`config.mk`:
```
export PLATFORM = sky130hd
export DESIGN_NAME = xmodem_block_receiver
export DESIGN_NICKNAME = d
export VERILOG_FILES = /design/src/rtl/core/xmbr_pkg.sv /design/src/rtl/core/xmodem_block_receiver.sv
export SDC_FILE = /design/constraint.sdc
export NUM_CORES = 1
export LEC_CHECK = 0
export ABC_AREA = 0
export BUFFER_PORTS_ARGS = -buffer_cell sky130_fd_sc_hd__buf_2
export CAP_MARGIN = 20
export CORE_ASPECT_RATIO = 1.4
export CORE_MARGIN = 8
export CORE_UTILIZATION = 50
export DETAILED_ROUTE_END_ITERATION = 8
export GPL_TIMING_DRIVEN = 0
export PLACE_DENSITY = 0.76
export SYNTH_ARGS = -nofsm -noshare
export SYNTH_HDL_FRONTEND = slang
export SYNTH_SLANG_ARGS = --single-unit
```
`constraint.sdc`:
```
create_clock -name clk -period 2.65 [get_ports clk]
set_input_delay 0.53 -clock clk [delete_from_list [all_inputs] [get_ports clk]]
set_output_delay 0.53 -clock clk [all_outputs]
set_load 0.01 [all_outputs]
```
`src/rtl/core/xmbr_pkg.sv`:
```
// ----------------------------------------------------------------------------
// xmbr_pkg - XMODEM block receiver package
// Phase encoding, reply and status codes, line characters and the CRC-16 step.
// ----------------------------------------------------------------------------
package xmbr_pkg;

  // Line control characters
  localparam logic [7:0] CH_SOH = 8'h01;
  localparam logic [7:0] CH_EOT = 8'h04;
  localparam logic [7:0] CH_CAN = 8'h18;

  localparam logic [15:0] CRC_POLY = 16'h1021;
  localparam logic [8:0]  COMPL_SUM = 9'd255;

  // Input operations
  typedef enum logic {
    OP_START = 1'b0,
    OP_BYTE  = 1'b1
  } op_t;

  // Reply codes
  typedef enum logic [2:0] {
    R_NONE = 3'd0,
    R_ACK  = 3'd1,
    R_NAK  = 3'd2,
    R_C    = 3'd3,
    R_CAN8 = 3'd4
  } reply_t;

  // Transfer status codes
  typedef enum logic [2:0] {
    ST_RUNNING   = 3'd0,
    ST_DONE      = 3'd1,
    ST_CANCELLED = 3'd2,
    ST_ERR_LIMIT = 3'd3,
    ST_BAD_BLOCK = 3'd4,
    ST_STRAY     = 3'd5
  } status_t;

  // Framing phase
  typedef enum logic [2:0] {
    PH_HEADER    = 3'd0,
    PH_NUMBER    = 3'd1,
    PH_COMPL     = 3'd2,
    PH_DATA      = 3'd3,
    PH_CHECK_HI  = 3'd4,
    PH_CHECK_LO  = 3'd5,
    PH_AFTER_EOT = 3'd6,
    PH_AFTER_CAN = 3'd7
  } phase_t;

  // Configuration register indexes
  typedef enum logic {
    REG_CRC_MODE    = 1'b0,
    REG_ERROR_LIMIT = 1'b1
  } reg_idx_t;

  // One byte through the CRC-16 (MSB first, no reflection)
  function automatic logic [15:0] crc16_update(input logic [15:0] crc,
                                               input logic [7:0]  b);
    logic [15:0] c;
    c = crc ^ {b, 8'h00};
    for (int i = 0; i < 8; i++) begin
      c = c[15] ? ((c << 1) ^ CRC_POLY) : (c << 1);
    end
    return c;
  endfunction

endpackage

```
`src/rtl/core/xmodem_block_receiver.sv`:
```
// ----------------------------------------------------------------------------
// xmodem_block_receiver - XMODEM receiver, one line byte per request
// Frames SOH blocks, checks CRC-16 or 8-bit sum, streams data bytes with
// their index and gives an ACK/NAK/cancel verdict at block end.
// ----------------------------------------------------------------------------
//
//  Channel  | Dir | Handshake          | Payload
//  ---------+-----+--------------------+-------------------------------------
//  in       | in  | in_valid/in_stall  | op, rx_byte
//  out      | out | out_valid/out_stall| reply, data_valid, data_byte,
//           |     |                    | data_index, block_commit,
//           |     |                    | block_discard, status
//  config   | in  | APB (psel/penable) | crc_mode @0x0, error_limit @0x4
//
// One request per cycle sustained while the result side is not stalled; each
// request passes the input register, then the result register, on its way out.
// The transfer state is updated as a request moves from the input register
// into the result register, so each decision is a single pass of logic.
// A stalled result holds in the output register while one more request waits
// in the input register; in_stall rises only when both are full.
// Synchronous reset; no clearing pass is needed.

module xmodem_block_receiver #(
  parameter int BLOCK_DATA_BYTES = 128
) (
  input  logic        clk,
  input  logic        rst,
  // configuration
  input  logic        psel,
  input  logic        penable,
  input  logic        pwrite,
  input  logic [2:0]  paddr,
  input  logic [31:0] pwdata,
  output logic [31:0] prdata,
  output logic        pready,
  // request channel
  input  logic        in_valid,
  output logic        in_stall,
  input  logic        op,
  input  logic [7:0]  rx_byte,
  // result channel
  output logic        out_valid,
  input  logic        out_stall,
  output logic [2:0]  reply,
  output logic        data_valid,
  output logic [7:0]  data_byte,
  output logic [6:0]  data_index,
  output logic        block_commit,
  output logic        block_discard,
  output logic [2:0]  status
);

  localparam int POS_W = $clog2(BLOCK_DATA_BYTES + 1);
  localparam logic [POS_W-1:0] POS_LAST = POS_W'(BLOCK_DATA_BYTES);

  // configuration registers
  logic       crc_mode;
  logic [7:0] error_limit;

  // input register
  logic       s1_valid;
  logic       s1_op;
  logic [7:0] s1_byte;

  // transfer state
  xmbr_pkg::phase_t  phase, phase_next;
  xmbr_pkg::status_t final_status, final_status_next;
  logic [POS_W-1:0]  byte_position, byte_position_next;
  logic [7:0]        block_number, block_number_next;
  logic [7:0]        block_complement, block_complement_next;
  logic [15:0]       running_check, running_check_next;
  logic [15:0]       received_check, received_check_next;
  logic [7:0]        last_good_number, last_good_number_next;
  logic [7:0]        error_count, error_count_next;

  // result of the request in the input register
  xmbr_pkg::reply_t  r_reply;
  xmbr_pkg::status_t r_status;
  logic              r_data_valid;
  logic [7:0]        r_data_byte;
  logic [6:0]        r_data_index;
  logic              r_commit;
  logic              r_discard;

  logic accept;
  logic advance;
  logic cfg_write;

  // block-end helpers
  logic [15:0] check_eff;
  logic [7:0]  next_number;
  logic [8:0]  compl_sum;
  logic [7:0]  count_inc;
  logic [POS_W-1:0] pos_inc;
  logic        finish;

  // --------------------------------------------------------------------------
  // Configuration port
  // --------------------------------------------------------------------------
  assign pready    = 1'b1;
  assign cfg_write = psel && penable && pwrite && pready;

  always_ff @(posedge clk) begin
    if (rst) begin
      crc_mode    <= 1'b1;
      error_limit <= 8'd10;
    end else if (cfg_write) begin
      unique case (xmbr_pkg::reg_idx_t'(paddr[2]))
        xmbr_pkg::REG_CRC_MODE:    crc_mode    <= pwdata[0];
        xmbr_pkg::REG_ERROR_LIMIT: error_limit <= pwdata[7:0];
      endcase
    end
  end

  always_comb begin
    unique case (xmbr_pkg::reg_idx_t'(paddr[2]))
      xmbr_pkg::REG_CRC_MODE:    prdata = {31'd0, crc_mode};
      xmbr_pkg::REG_ERROR_LIMIT: prdata = {24'd0, error_limit};
    endcase
  end

  // --------------------------------------------------------------------------
  // Handshake
  // --------------------------------------------------------------------------
  assign advance  = s1_valid && (!out_valid || !out_stall);
  assign in_stall = s1_valid && !advance;
  assign accept   = in_valid && !in_stall;

  always_ff @(posedge clk) begin
    if (rst) begin
      s1_valid <= 1'b0;
    end else if (accept) begin
      s1_valid <= 1'b1;
    end else if (advance) begin
      s1_valid <= 1'b0;
    end
  end

  always_ff @(posedge clk) begin
    if (accept) begin
      s1_op   <= op;
      s1_byte <= rx_byte;
    end
  end

  // --------------------------------------------------------------------------
  // State register
  // --------------------------------------------------------------------------
  always_ff @(posedge clk) begin
    if (rst) begin
      phase            <= xmbr_pkg::PH_HEADER;
      final_status     <= xmbr_pkg::ST_RUNNING;
      byte_position    <= '0;
      block_number     <= 8'd0;
      block_complement <= 8'd0;
      running_check    <= 16'd0;
      received_check   <= 16'd0;
      last_good_number <= 8'd0;
      error_count      <= 8'd0;
    end else if (advance) begin
      phase            <= phase_next;
      final_status     <= final_status_next;
      byte_position    <= byte_position_next;
      block_number     <= block_number_next;
      block_complement <= block_complement_next;
      running_check    <= running_check_next;
      received_check   <= received_check_next;
      last_good_number <= last_good_number_next;
      error_count      <= error_count_next;
    end
  end

  // --------------------------------------------------------------------------
  // Next state and result
  // --------------------------------------------------------------------------
  assign next_number = last_good_number + 8'd1;
  assign compl_sum   = {1'b0, block_number} + {1'b0, block_complement};
  assign count_inc   = (error_count == 8'hFF) ? error_count : error_count + 8'd1;
  assign pos_inc     = byte_position + POS_W'(1);
  // check bytes as they stand once the last one is in
  assign check_eff   = (phase == xmbr_pkg::PH_CHECK_LO) ? (received_check | {8'd0, s1_byte})
                                                        : {8'd0, s1_byte};

  always_comb begin
    phase_next            = phase;
    final_status_next     = final_status;
    byte_position_next    = byte_position;
    block_number_next     = block_number;
    block_complement_next = block_complement;
    running_check_next    = running_check;
    received_check_next   = received_check;
    last_good_number_next = last_good_number;
    error_count_next      = error_count;

    r_reply      = xmbr_pkg::R_NONE;
    r_status     = xmbr_pkg::ST_RUNNING;
    r_data_valid = 1'b0;
    r_data_byte  = 8'd0;
    r_data_index = 7'd0;
    r_commit     = 1'b0;
    r_discard    = 1'b0;
    finish       = 1'b0;

    if (xmbr_pkg::op_t'(s1_op) == xmbr_pkg::OP_START) begin
      phase_next            = xmbr_pkg::PH_HEADER;
      final_status_next     = xmbr_pkg::ST_RUNNING;
      byte_position_next    = '0;
      block_number_next     = 8'd0;
      block_complement_next = 8'd0;
      running_check_next    = 16'd0;
      received_check_next   = 16'd0;
      last_good_number_next = 8'd0;
      error_count_next      = 8'd0;
      r_reply = crc_mode ? xmbr_pkg::R_C : xmbr_pkg::R_NAK;
    end else if (final_status != xmbr_pkg::ST_RUNNING) begin
      // stopped: repeat the final status until the next start
      r_status = final_status;
    end else begin
      unique case (phase)
        xmbr_pkg::PH_HEADER: begin
          priority if (s1_byte == xmbr_pkg::CH_SOH) begin
            phase_next = xmbr_pkg::PH_NUMBER;
          end else if (s1_byte == xmbr_pkg::CH_EOT) begin
            r_reply    = xmbr_pkg::R_NAK;
            phase_next = xmbr_pkg::PH_AFTER_EOT;
          end else if (s1_byte == xmbr_pkg::CH_CAN) begin
            r_reply    = xmbr_pkg::R_NAK;
            phase_next = xmbr_pkg::PH_AFTER_CAN;
          end else begin
            final_status_next = xmbr_pkg::ST_STRAY;
            r_status          = xmbr_pkg::ST_STRAY;
          end
        end
        xmbr_pkg::PH_NUMBER: begin
          block_number_next = s1_byte;
          phase_next        = xmbr_pkg::PH_COMPL;
        end
        xmbr_pkg::PH_COMPL: begin
          block_complement_next = s1_byte;
          byte_position_next    = '0;
          running_check_next    = 16'd0;
          received_check_next   = 16'd0;
          phase_next            = xmbr_pkg::PH_DATA;
        end
        xmbr_pkg::PH_DATA: begin
          r_data_valid = 1'b1;
          r_data_byte  = s1_byte;
          r_data_index = byte_position[6:0];
          if (crc_mode) begin
            running_check_next = xmbr_pkg::crc16_update(running_check, s1_byte);
          end else begin
            running_check_next = {8'd0, running_check[7:0] + s1_byte};
          end
          byte_position_next = pos_inc;
          if (pos_inc >= POS_LAST) begin
            phase_next = xmbr_pkg::PH_CHECK_HI;
          end
        end
        xmbr_pkg::PH_CHECK_HI: begin
          if (crc_mode) begin
            received_check_next = {s1_byte, 8'd0};
            phase_next          = xmbr_pkg::PH_CHECK_LO;
          end else begin
            received_check_next = check_eff;
            finish              = 1'b1;
          end
        end
        xmbr_pkg::PH_CHECK_LO: begin
          received_check_next = check_eff;
          finish              = 1'b1;
        end
        xmbr_pkg::PH_AFTER_EOT: begin
          priority if (s1_byte == xmbr_pkg::CH_EOT) begin
            r_reply           = xmbr_pkg::R_ACK;
            final_status_next = xmbr_pkg::ST_DONE;
            r_status          = xmbr_pkg::ST_DONE;
          end else if (s1_byte == xmbr_pkg::CH_SOH) begin
            phase_next = xmbr_pkg::PH_NUMBER;
          end else begin
            final_status_next = xmbr_pkg::ST_STRAY;
            r_status          = xmbr_pkg::ST_STRAY;
          end
        end
        xmbr_pkg::PH_AFTER_CAN: begin
          priority if (s1_byte == xmbr_pkg::CH_CAN) begin
            final_status_next = xmbr_pkg::ST_CANCELLED;
            r_status          = xmbr_pkg::ST_CANCELLED;
          end else if (s1_byte == xmbr_pkg::CH_SOH) begin
            phase_next = xmbr_pkg::PH_NUMBER;
          end else if (s1_byte == xmbr_pkg::CH_EOT) begin
            r_reply    = xmbr_pkg::R_NAK;
            phase_next = xmbr_pkg::PH_AFTER_EOT;
          end else begin
            final_status_next = xmbr_pkg::ST_STRAY;
            r_status          = xmbr_pkg::ST_STRAY;
          end
        end
      endcase

      // block verdict: complement, then window, then error limit, then check bytes
      if (finish) begin
        phase_next = xmbr_pkg::PH_HEADER;
        priority if (compl_sum != xmbr_pkg::COMPL_SUM) begin
          if (error_count > error_limit) begin
            r_reply           = xmbr_pkg::R_CAN8;
            r_discard         = 1'b1;
            final_status_next = xmbr_pkg::ST_ERR_LIMIT;
            r_status          = xmbr_pkg::ST_ERR_LIMIT;
          end else begin
            r_reply          = xmbr_pkg::R_NAK;
            r_discard        = 1'b1;
            error_count_next = count_inc;
          end
        end else if (block_number != last_good_number && block_number != next_number) begin
          r_reply           = xmbr_pkg::R_CAN8;
          r_discard         = 1'b1;
          final_status_next = xmbr_pkg::ST_BAD_BLOCK;
          r_status          = xmbr_pkg::ST_BAD_BLOCK;
        end else if (error_count > error_limit) begin
          r_reply           = xmbr_pkg::R_CAN8;
          r_discard         = 1'b1;
          final_status_next = xmbr_pkg::ST_ERR_LIMIT;
          r_status          = xmbr_pkg::ST_ERR_LIMIT;
        end else if (running_check != check_eff) begin
          r_reply          = xmbr_pkg::R_NAK;
          r_discard        = 1'b1;
          error_count_next = count_inc;
        end else if (block_number == last_good_number) begin
          // good copy of a block already kept
          r_reply          = xmbr_pkg::R_ACK;
          r_discard        = 1'b1;
          error_count_next = count_inc;
        end else begin
          r_reply               = xmbr_pkg::R_ACK;
          r_commit              = 1'b1;
          error_count_next      = 8'd0;
          last_good_number_next = block_number;
        end
      end
    end
  end

  // --------------------------------------------------------------------------
  // Result register
  // --------------------------------------------------------------------------
  always_ff @(posedge clk) begin
    if (rst) begin
      out_valid <= 1'b0;
    end else if (advance) begin
      out_valid <= 1'b1;
    end else if (!out_stall) begin
      out_valid <= 1'b0;
    end
  end

  always_ff @(posedge clk) begin
    if (advance) begin
      reply         <= r_reply;
      data_valid    <= r_data_valid;
      data_byte     <= r_data_byte;
      data_index    <= r_data_index;
      block_commit  <= r_commit;
      block_discard <= r_discard;
      status        <= r_status;
    end
  end

  // --------------------------------------------------------------------------
  // Assertions
  // --------------------------------------------------------------------------
  a_stall_only_when_full: assert property (@(posedge clk) disable iff (rst)
    in_stall |-> (s1_valid && out_valid && out_stall))
    else $error("request stalled with room in the pipeline");

  a_data_no_verdict: assert property (@(posedge clk) disable iff (rst)
    (out_valid && data_valid) |-> (!block_commit && !block_discard
                                   && reply == xmbr_pkg::R_NONE))
    else $error("data byte carries a reply or verdict");

  a_commit_is_ack: assert property (@(posedge clk) disable iff (rst)
    (out_valid && block_commit) |-> (reply == xmbr_pkg::R_ACK && !block_discard
                                     && status == xmbr_pkg::ST_RUNNING))
    else $error("committed block without a plain ACK");

  a_commit_clears_count: assert property (@(posedge clk) disable iff (rst)
    (advance && r_commit) |=> (error_count == 8'd0))
    else $error("error count not cleared after a new good block");

endmodule

```
==> results of run 1 <==
flip-flops by register name, indices dropped and copies added, names as in the netlist:
register and flops:
block_commit 1, block_complement 8, block_discard 1, block_number 8, byte_position 8, crc_mode 1
data_byte 8, data_index 7, data_valid 1, error_count 8, error_limit 8, final_status 3
last_good_number 8, out_valid 1, phase 3, received_check 16, reply 3, running_check 16
s1_byte 8, s1_op 1, s1_valid 1, status 3
routing by layer:
metal,vias up,track usage [%]
met5,-,0
met4,0,15.5
met3,86,4.90
met2,273,42.2
met1,3306,22.2
li1,3291,-
power breakdown:
group	leakage [nW]	internal, mW	switching [mW]	total [mW]
registers	1.04	1.95	0.0326	1.98
logic	2.43	0.209	0.357	0.566
clock network	0.311	1.69	0.851	2.54
total	3.78	3.85	1.24	5.09
path summary, 6_finish.rpt:
kind | endpoint | startpoint | depth (start not counted)
setup / recovery | error_count[0]$_SDFFE_PP0P_ | block_number[7]$_SDFFE_PP0P_ | 7
hold / removal | s1_byte[4]$_DFFE_PP_ | rx_byte[4] | 1
setup reg to reg | error_count[0]$_SDFFE_PP0P_ | block_number[7]$_SDFFE_PP0P_ | 7
hold reg to reg | error_limit[4]$_SDFFE_PP0P_ | error_limit[4]$_SDFFE_PP0P_ | 2
what timing repair did:
action,4_1_cts,5_1_grt
gates resized for setup,57,45
pin swaps,27,40
cloned,1,0
setup endpoints to repair,67,46
endpoints found under the hold margin,0,0
buffers inserted,30,20
metrics by stage:
| stage | TNS (ns) | setup WS, ns | hold WS, ns |
|---|---|---|---|
| after detailed placement | -26.66 | -0.846 | 0.449 |
| final | -0.805 | -0.140 | 0.282 |
| after global placement | -25.52 | -0.833 | 0.444 |
| after global routing | -2.65 | -0.234 | 0.275 |
| after CTS | -0.381 | -0.0942 | 0.275 |
| after floorplan | -0.0677 | -0.0372 | 0.436 |
cell families after synthesis:
group | count (synthesis) | synth area share [%]
AO/OA/AOI/OAI | 200 | 18.7
XOR/XNOR | 60 | 7.45
adder cells (fa/ha/maj) | 28 | 5.04
buffers and inverters | 94 | 6.36
flip-flops | 122 | 38.2
multiplexers | 5 | 0.742
other | 2 | 0.104
AND/OR/NAND/NOR | 324 | 23.3
cell type report:
cell class | instances | area [um2] | area share [%]
clock buffer | 20 | 447 | 4.79
buffer | 66 | 383 | 4.11
clock inverter | 12 | 195 | 2.09
timing repair inverter | 1 | 5.00 | 0.0537
sequential | 122 | 2800 | 30.0
inverter | 25 | 97.6 | 1.05
multi-input combinational | 642 | 4470 | 48.0
timing repair buffer | 108 | 688 | 7.38
tap | 189 | 236 | 2.54
cells in the mapped netlist (5+ instances only):
| library cell | number |
|---|---|
| nor3_1 | 10 |
| nand3b_1 | 7 |
| a21o_1 | 6 |
| buf_4 | 26 |
| nand3_1 | 25 |
| and4_1 | 8 |
| nand2b_1 | 10 |
| nor2_1 | 99 |
| ha_1 | 26 |
| xnor2_1 | 34 |
| and3_1 | 25 |
| dfxtp_1 | 89 |
| edfxtp_1 | 33 |
| a32oi_1 | 8 |
| and2_1 | 5 |
| a21oi_1 | 67 |
| a22oi_1 | 39 |
| inv_1 | 24 |
| a31oi_1 | 7 |
| xor2_1 | 25 |
| o32ai_1 | 5 |
| nand2_1 | 71 |
| clkbuf_1 | 36 |
| or3_1 | 6 |
| nor4bb_1 | 5 |
| nand4_1 | 20 |
| o21ai_0 | 22 |
placed cells by master, fill, tap and decap left out, types with 22 or more instances in the layout:
| cell | count |
|---|---|
| nand2_1 | 69 |
| nor2_1 | 92 |
| buf_2 | 60 |
| edfxtp_1 | 33 |
| inv_1 | 22 |
| clkbuf_1 | 29 |
| ha_1 | 24 |
| buf_4 | 69 |
| nand3_1 | 23 |
| xnor2_1 | 33 |
| conb_1 | 25 |
| a22oi_1 | 39 |
| xor2_1 | 25 |
| a21oi_1 | 57 |
| dfxtp_1 | 78 |
| and3_1 | 25 |
==> results.md, run 1 <==
* DR pass1 iterations at 6
* Synth Flop Type: dfxtp_1
* DR vias at 6956
* Design Area, Final at 9330 um2
* Buf/Inv on CP at 0
* Layout cells sized above 1 at 26.4%
* Startpoint types: flop
* Core area at approximately 14000 um2
* Dpl cells at 1105
* Slowest stage delay, CP at 0.54 ns
* Yosys top cell area share at 24.6%
* Setup WS post-layout at -0.140 ns
* Worst Tran Pin Value at roughly 1 ns
* Non-Filler Instances at 1185
* Post-DR wirelength/cell at about 19 um
* Post-Syn Instances at roughly 840
* P_leak at 3.78 nW
* Critical Path RT at 2.96 ns
* RSZ-0062 raised after global routing: true
* Ys Warns at 0
* Netlist Area Pre-Place at 7250 um2
* CP arrival at 3.10 ns
* Hold crit path type: in2reg
* Fmax at 358 MHz
* Chip Height at 159 um
* Drt total wl at 22000 um
* Unique masters post-synth at 79
* Area Growth Syn to Fin at 28.5%
* Largest cells by area after synthesis: dfxtp_1 (25%), edfxtp_1 (14%), nor2_1 (5.1%)
* CTS max path bufs at 2
* Met3 WL post-DR at 1310 um
* CTS sink cnt at 122
* Largest area contributor in the netlist: dfxtp_1
* Slowest cell on the critical path: or4_1
* Largest net degree at the start of global routing at 17
* All-Layer GR Usage at 22.6%
* Tot Pwr at 5.09 mW
* Met2 wire len at 11500 um
* # DRC at 0
* Status: finished with violations
* Async SR Flop Fraction at 0%
* Critical path class: reg2reg
* First-pass GRT wire length at 33700 um
* #FFs+latches synth at 122
* Highest metal used: met4
* CP endpoint kind: flop
* Antenna Diode Count at 0
* Fin crit share at 105%
* Area post-placement at 7940 um2
* RD Place Congestion at 0.931
* Fin. Hold Viols at 0
* Number of global-route vias before repair at 6790
* Routed Antenna Nets at 0
* H-tree Lvls at 4
* Num CTS Buffers at 17
* Core Util, Final at 65.1%
* Rel. slew slack at 34.7%
* Die width at about 120 um
* Hold buffer count at CTS at 0
* Vias per cell at 5.87
* DPL Wire Length at 14900 um
* Congestion Overflow GR at 0
* Starting density of the core at 50.7%
* Max FO, Critical Path at 4
* Wl on met1 at roughly 8000 um
* Die Area at 18700 um2
* FF-to-FF setup slack at -0.14 ns
* Cell family with most CP delay: simple AND/OR/NAND/NOR gates
* CTS tree: built
* Clock Skews at between 0.009 and 0.01 ns
* Highest ir drop seen on vdd at 0.405 mV
* Clk_lat worst skew at 0.42 ns
* Syn_area_per_cell at between 8 and 9 um2
* # Max-Cap Violations at 0
* Drt first-iter violations at 490
* Port bufs at between 50 and 60
* Min Clock Period, post-route at between 2 and 3 ns
* Sequential area share after synthesis at 38.2%
* Final net count at 1062
* Ports at between 100 and 150
* Filler cells at roughly 1200
* Critical path, cell by cell: xnor2_2 -> or4_1 -> a211o_1 -> or4_4 -> a211oi_4 -> o22ai_2 -> mux2_4
* Clock root cell: clkbuf_16
* Failing checks: negative setup slack
* Clk pin slew, worst setup/hold paths at 0.06 ns
* Final Max Tran Viols at 0
* Initial antenna violation count at 0
* PD cells at 546 nW/um2
* Row count at 52
* Final-report setup violation count at 13
* Post-synth EDFFs at 33
Note: power is estimated with default switching activity, not from simulation.
==> run 2: changes to the inputs <==
--- a/config.mk
+++ b/config.mk
@@ -8,7 +8,7 @@
 export ABC_AREA = 0
 export BUFFER_PORTS_ARGS = -buffer_cell sky130_fd_sc_hd__buf_2
 export CAP_MARGIN = 20
-export CORE_ASPECT_RATIO = 1.4
+export CORE_ASPECT_RATIO = 1.5
 export CORE_MARGIN = 8
 export CORE_UTILIZATION = 50
 export DETAILED_ROUTE_END_ITERATION = 8
==> run 2 against run 1 <==
Against the previous run: combinational power barely moved; maximum frequency shrank 1.4%; highest routed layer unchanged; the flow still finishes with violations (negative setup slack); first-iteration DRC count up 26%; global-route usage increased by 0.21 points; largest power group unchanged; final cell count is 0.17% higher.
==> results.md, run 2 (same netlist as run 1, synthesis figures left out) <==
* Status: finished with violations
* Failing checks: negative setup slack
* Final net count at 1057 (-0.47%)
* Clock root cell: clkbuf_16
* First-pass GRT wire length at 33800 um (+0.27%)
* Starting density of the core at 50.4% (-0.27 points)
* Die Area at 18700 um2 (+0.14%)
* P_leak at 3.74 nW (-0.94%)
* Fmax at 353 MHz (-1.4%)
* Internal at 3.57 mW (-7.3%)
* Routed Antenna Nets at 0 (unchanged)
* Initial antenna violation count at 0 (unchanged)
* Clk_lat worst skew at 0.42 ns (about the same)
* Area Growth Syn to Fin at 26.8%
* RR Startpoint: last_good_number[0]$_SDFFE_PP0P_
* Row count at 54 (+3.8%)
* RD Place Congestion at 0.925 (-0.55%)
* # DRC at 0 (unchanged)
* Fin crit share at 107% (+1.5 points)
* Drt first-iter violations at 615 (+26%)
* DR vias at 7059 (+1.5%)
* Max FO, Critical Path at 5 (+1)
* Ports at 110 (unchanged)
* Dpl cells at 1112 (+0.63%)
* Area post-placement at 7950 um2 (+0.11%)
* Chip Height at 164 um (+3.2%)
* Clock power frac at 47.4% (-2.5 points)
* Worst Tran Pin Value at 0.756 ns (-0.222 ns)
* Clk pin slew, worst setup/hold paths at 0.06 ns (about the same)
* Congestion Overflow GR at 0 (unchanged)
* # Max-Cap Violations at 0 (unchanged)
* Startpoint types: flop
* Setup WS post-layout at -0.179 ns (-0.0392 ns)
* DPL Wire Length at 14800 um (-0.61%)
* Fin. Hold Viols at 0 (unchanged)
* Die width at 114 um (-2.9%)
* Critical Path RT at 2.96 ns (about the same)
* Layout cells sized above 1 at 25.5% (-0.88 points)
* Final Max Tran Viols at 0 (unchanged)
* Rel. slew slack at 49.2% (+15 points)
* RSZ-0062 raised after global routing: true
* Filler cells at 1181 (-0.42%)
* RR Endpoint: error_count[3]$_SDFFE_PP0P_
* Critical path class: reg2reg
* Most frequent cells in the layout: nor2_1 (93), dfxtp_1 (77), nand2_1 (68)
* DR pass1 iterations at 5 (-1)
* Hold buffer count at CTS at 0 (unchanged)
* H-tree Lvls at 4 (unchanged)
* Sequential power share at 40.9% (+1.9 points)
* Hold crit path type: in2reg
* Clock Skews at 0.0121 ns (+0.00311 ns)
* CTS tree: built
* Worst r2r path cells at 8 (+1)
* Antenna Diode Count at 0 (unchanged)
* Worst hold path depth at 1 (unchanged)
* Final-report setup violation count at 10 (-3)
* Num CTS Buffers at 17 (unchanged)
* Hold_sp: rx_byte[3]
* CP arrival at 3.14 ns (+0.04 ns)
* Post-DR wirelength/cell at 18.4 um (-0.59%)
* Number of global-route vias before repair at 6742 (-0.71%)
* Switching portion of total power at 26.3% (+1.9 points)
* Commonest non-fill, non-tap cell in the layout: nor2_1
* Non-Filler Instances at 1187 (+0.17%)
* FF-to-FF setup slack at -0.18 ns (-0.04 ns)
* Hold Path End: s1_byte[3]$_DFFE_PP_
* Highest ir drop seen on vdd at 0.384 mV (-5.2%)
* Drt total wl at 21900 um (-0.42%)
* CTS max path bufs at 2 (unchanged)
* Largest net degree at the start of global routing at 17 (unchanged)
* Design Area, Final at 9200 um2 (-1.4%)
* Largest registers: received_check: 16 flops, running_check: 16 flops
* All-Layer GR Usage at 22.9% (+0.21 points)
* Comb pwr share at 11.7% (+0.6 points)
* Min Hold Slack at 0.282 ns (-0.000791 ns)
* CP endpoint kind: flop
* P_sw at 1.28 mW (+2.8%)
* Core area at 14400 um2 (+0.54%)
* PD cells at 527 nW/um2 (-3.5%)
* CTS sink cnt at 122 (unchanged)
* Min Clock Period, post-route at 2.83 ns (+0.0392 ns)
* Port bufs at 58 (unchanged)
* Vias per cell at 5.95 (+1.3%)
* Tot Pwr at 4.85 mW (-4.8%)
==> run 2: repair_timing <==
action / CTS / global route
gates cloned: 1 / 0
gates resized for setup: 46 / 47
pin swaps: 19 / 21
endpoints found under the hold margin: 0 / 0
setup endpoints to repair: 71 / 59
setup buffers: 31 / 13
==> run 2: how the worst max path moves through the flow <==
stage | end | startpoint | cells past startpoint
after CTS | error_count[3]$_SDFFE_PP0P_ | last_good_number[0]$_SDFFE_PP0P_ | 7
after floorplan | error_count[0]$_SDFFE_PP0P_ | last_good_number[1]$_SDFFE_PP0P_ | 9
final | error_count[3]$_SDFFE_PP0P_ | last_good_number[0]$_SDFFE_PP0P_ | 8
after global routing | error_count[3]$_SDFFE_PP0P_ | last_good_number[0]$_SDFFE_PP0P_ | 8
after global placement | byte_position[6]$_SDFFE_PP0P_ | out_stall | 9
after detailed placement | byte_position[6]$_SDFFE_PP0P_ | out_stall | 9
==> run 2: power groups by stage <==
stage                     combinational, mW  sequential [mW]  clock (mW)
after floorplan                       0.338             2.02           0
after global placement                0.481             2.02           0
after detailed placement              0.485             2.02           0
after CTS                             0.521             1.98        2.32
after global routing                  0.611             1.99        2.41
final                                 0.568             1.98        2.30
==> run 2: worst max-delay path, cell delays in order (launching register included) <==
cell and delay [ns]:
dfxtp_4 0.39, buf_4 0.13, xor2_1 0.35, nand2_1 0.15, a211o_1 0.30, or4_4 0.54
a211oi_4 0.42, nor2_2 0.10, a221o_1 0.34
==> run 2: layout make-up <==
type,count,area [um2],area share [%]
clock inverter,14,146,1.59
timing repair inverter,1,5.00,0.0544
clock buffer,18,439,4.77
tap,196,245,2.67
inverter,25,97.6,1.06
multi-input combinational,642,4440,48.3
buffer,67,395,4.30
timing repair buffer,102,632,6.87
sequential,122,2800,30.4
==> run 2: metrics by stage <==
step                setup WS (ns)  util [%]  setup TNS (ns)
floorplan                 -0.0372         -         -0.0677
global placement           -0.830      55.2          -27.04
detailed placement         -0.813      55.2          -27.49
CTS                        -0.113      62.1          -0.210
global route               -0.250      63.9           -1.76
finish                     -0.179      63.9          -0.892
==> run 2: metal layers <==
| layer | vias to the layer above | wire [um] | GRT usage, % | part of all wire [%] |
|---|---|---|---|---|
| li1 | 3283 | - | - | - |
| met3 | 87 | 1370 | 4.55 | 6.3 |
| met2 | 337 | 11600 | 41.8 | 53 |
| met5 | - | 0 | 0 | 0 |
| met4 | 0 | 896 | 12.7 | 4.1 |
| met1 | 3352 | 8060 | 23.8 | 37 |
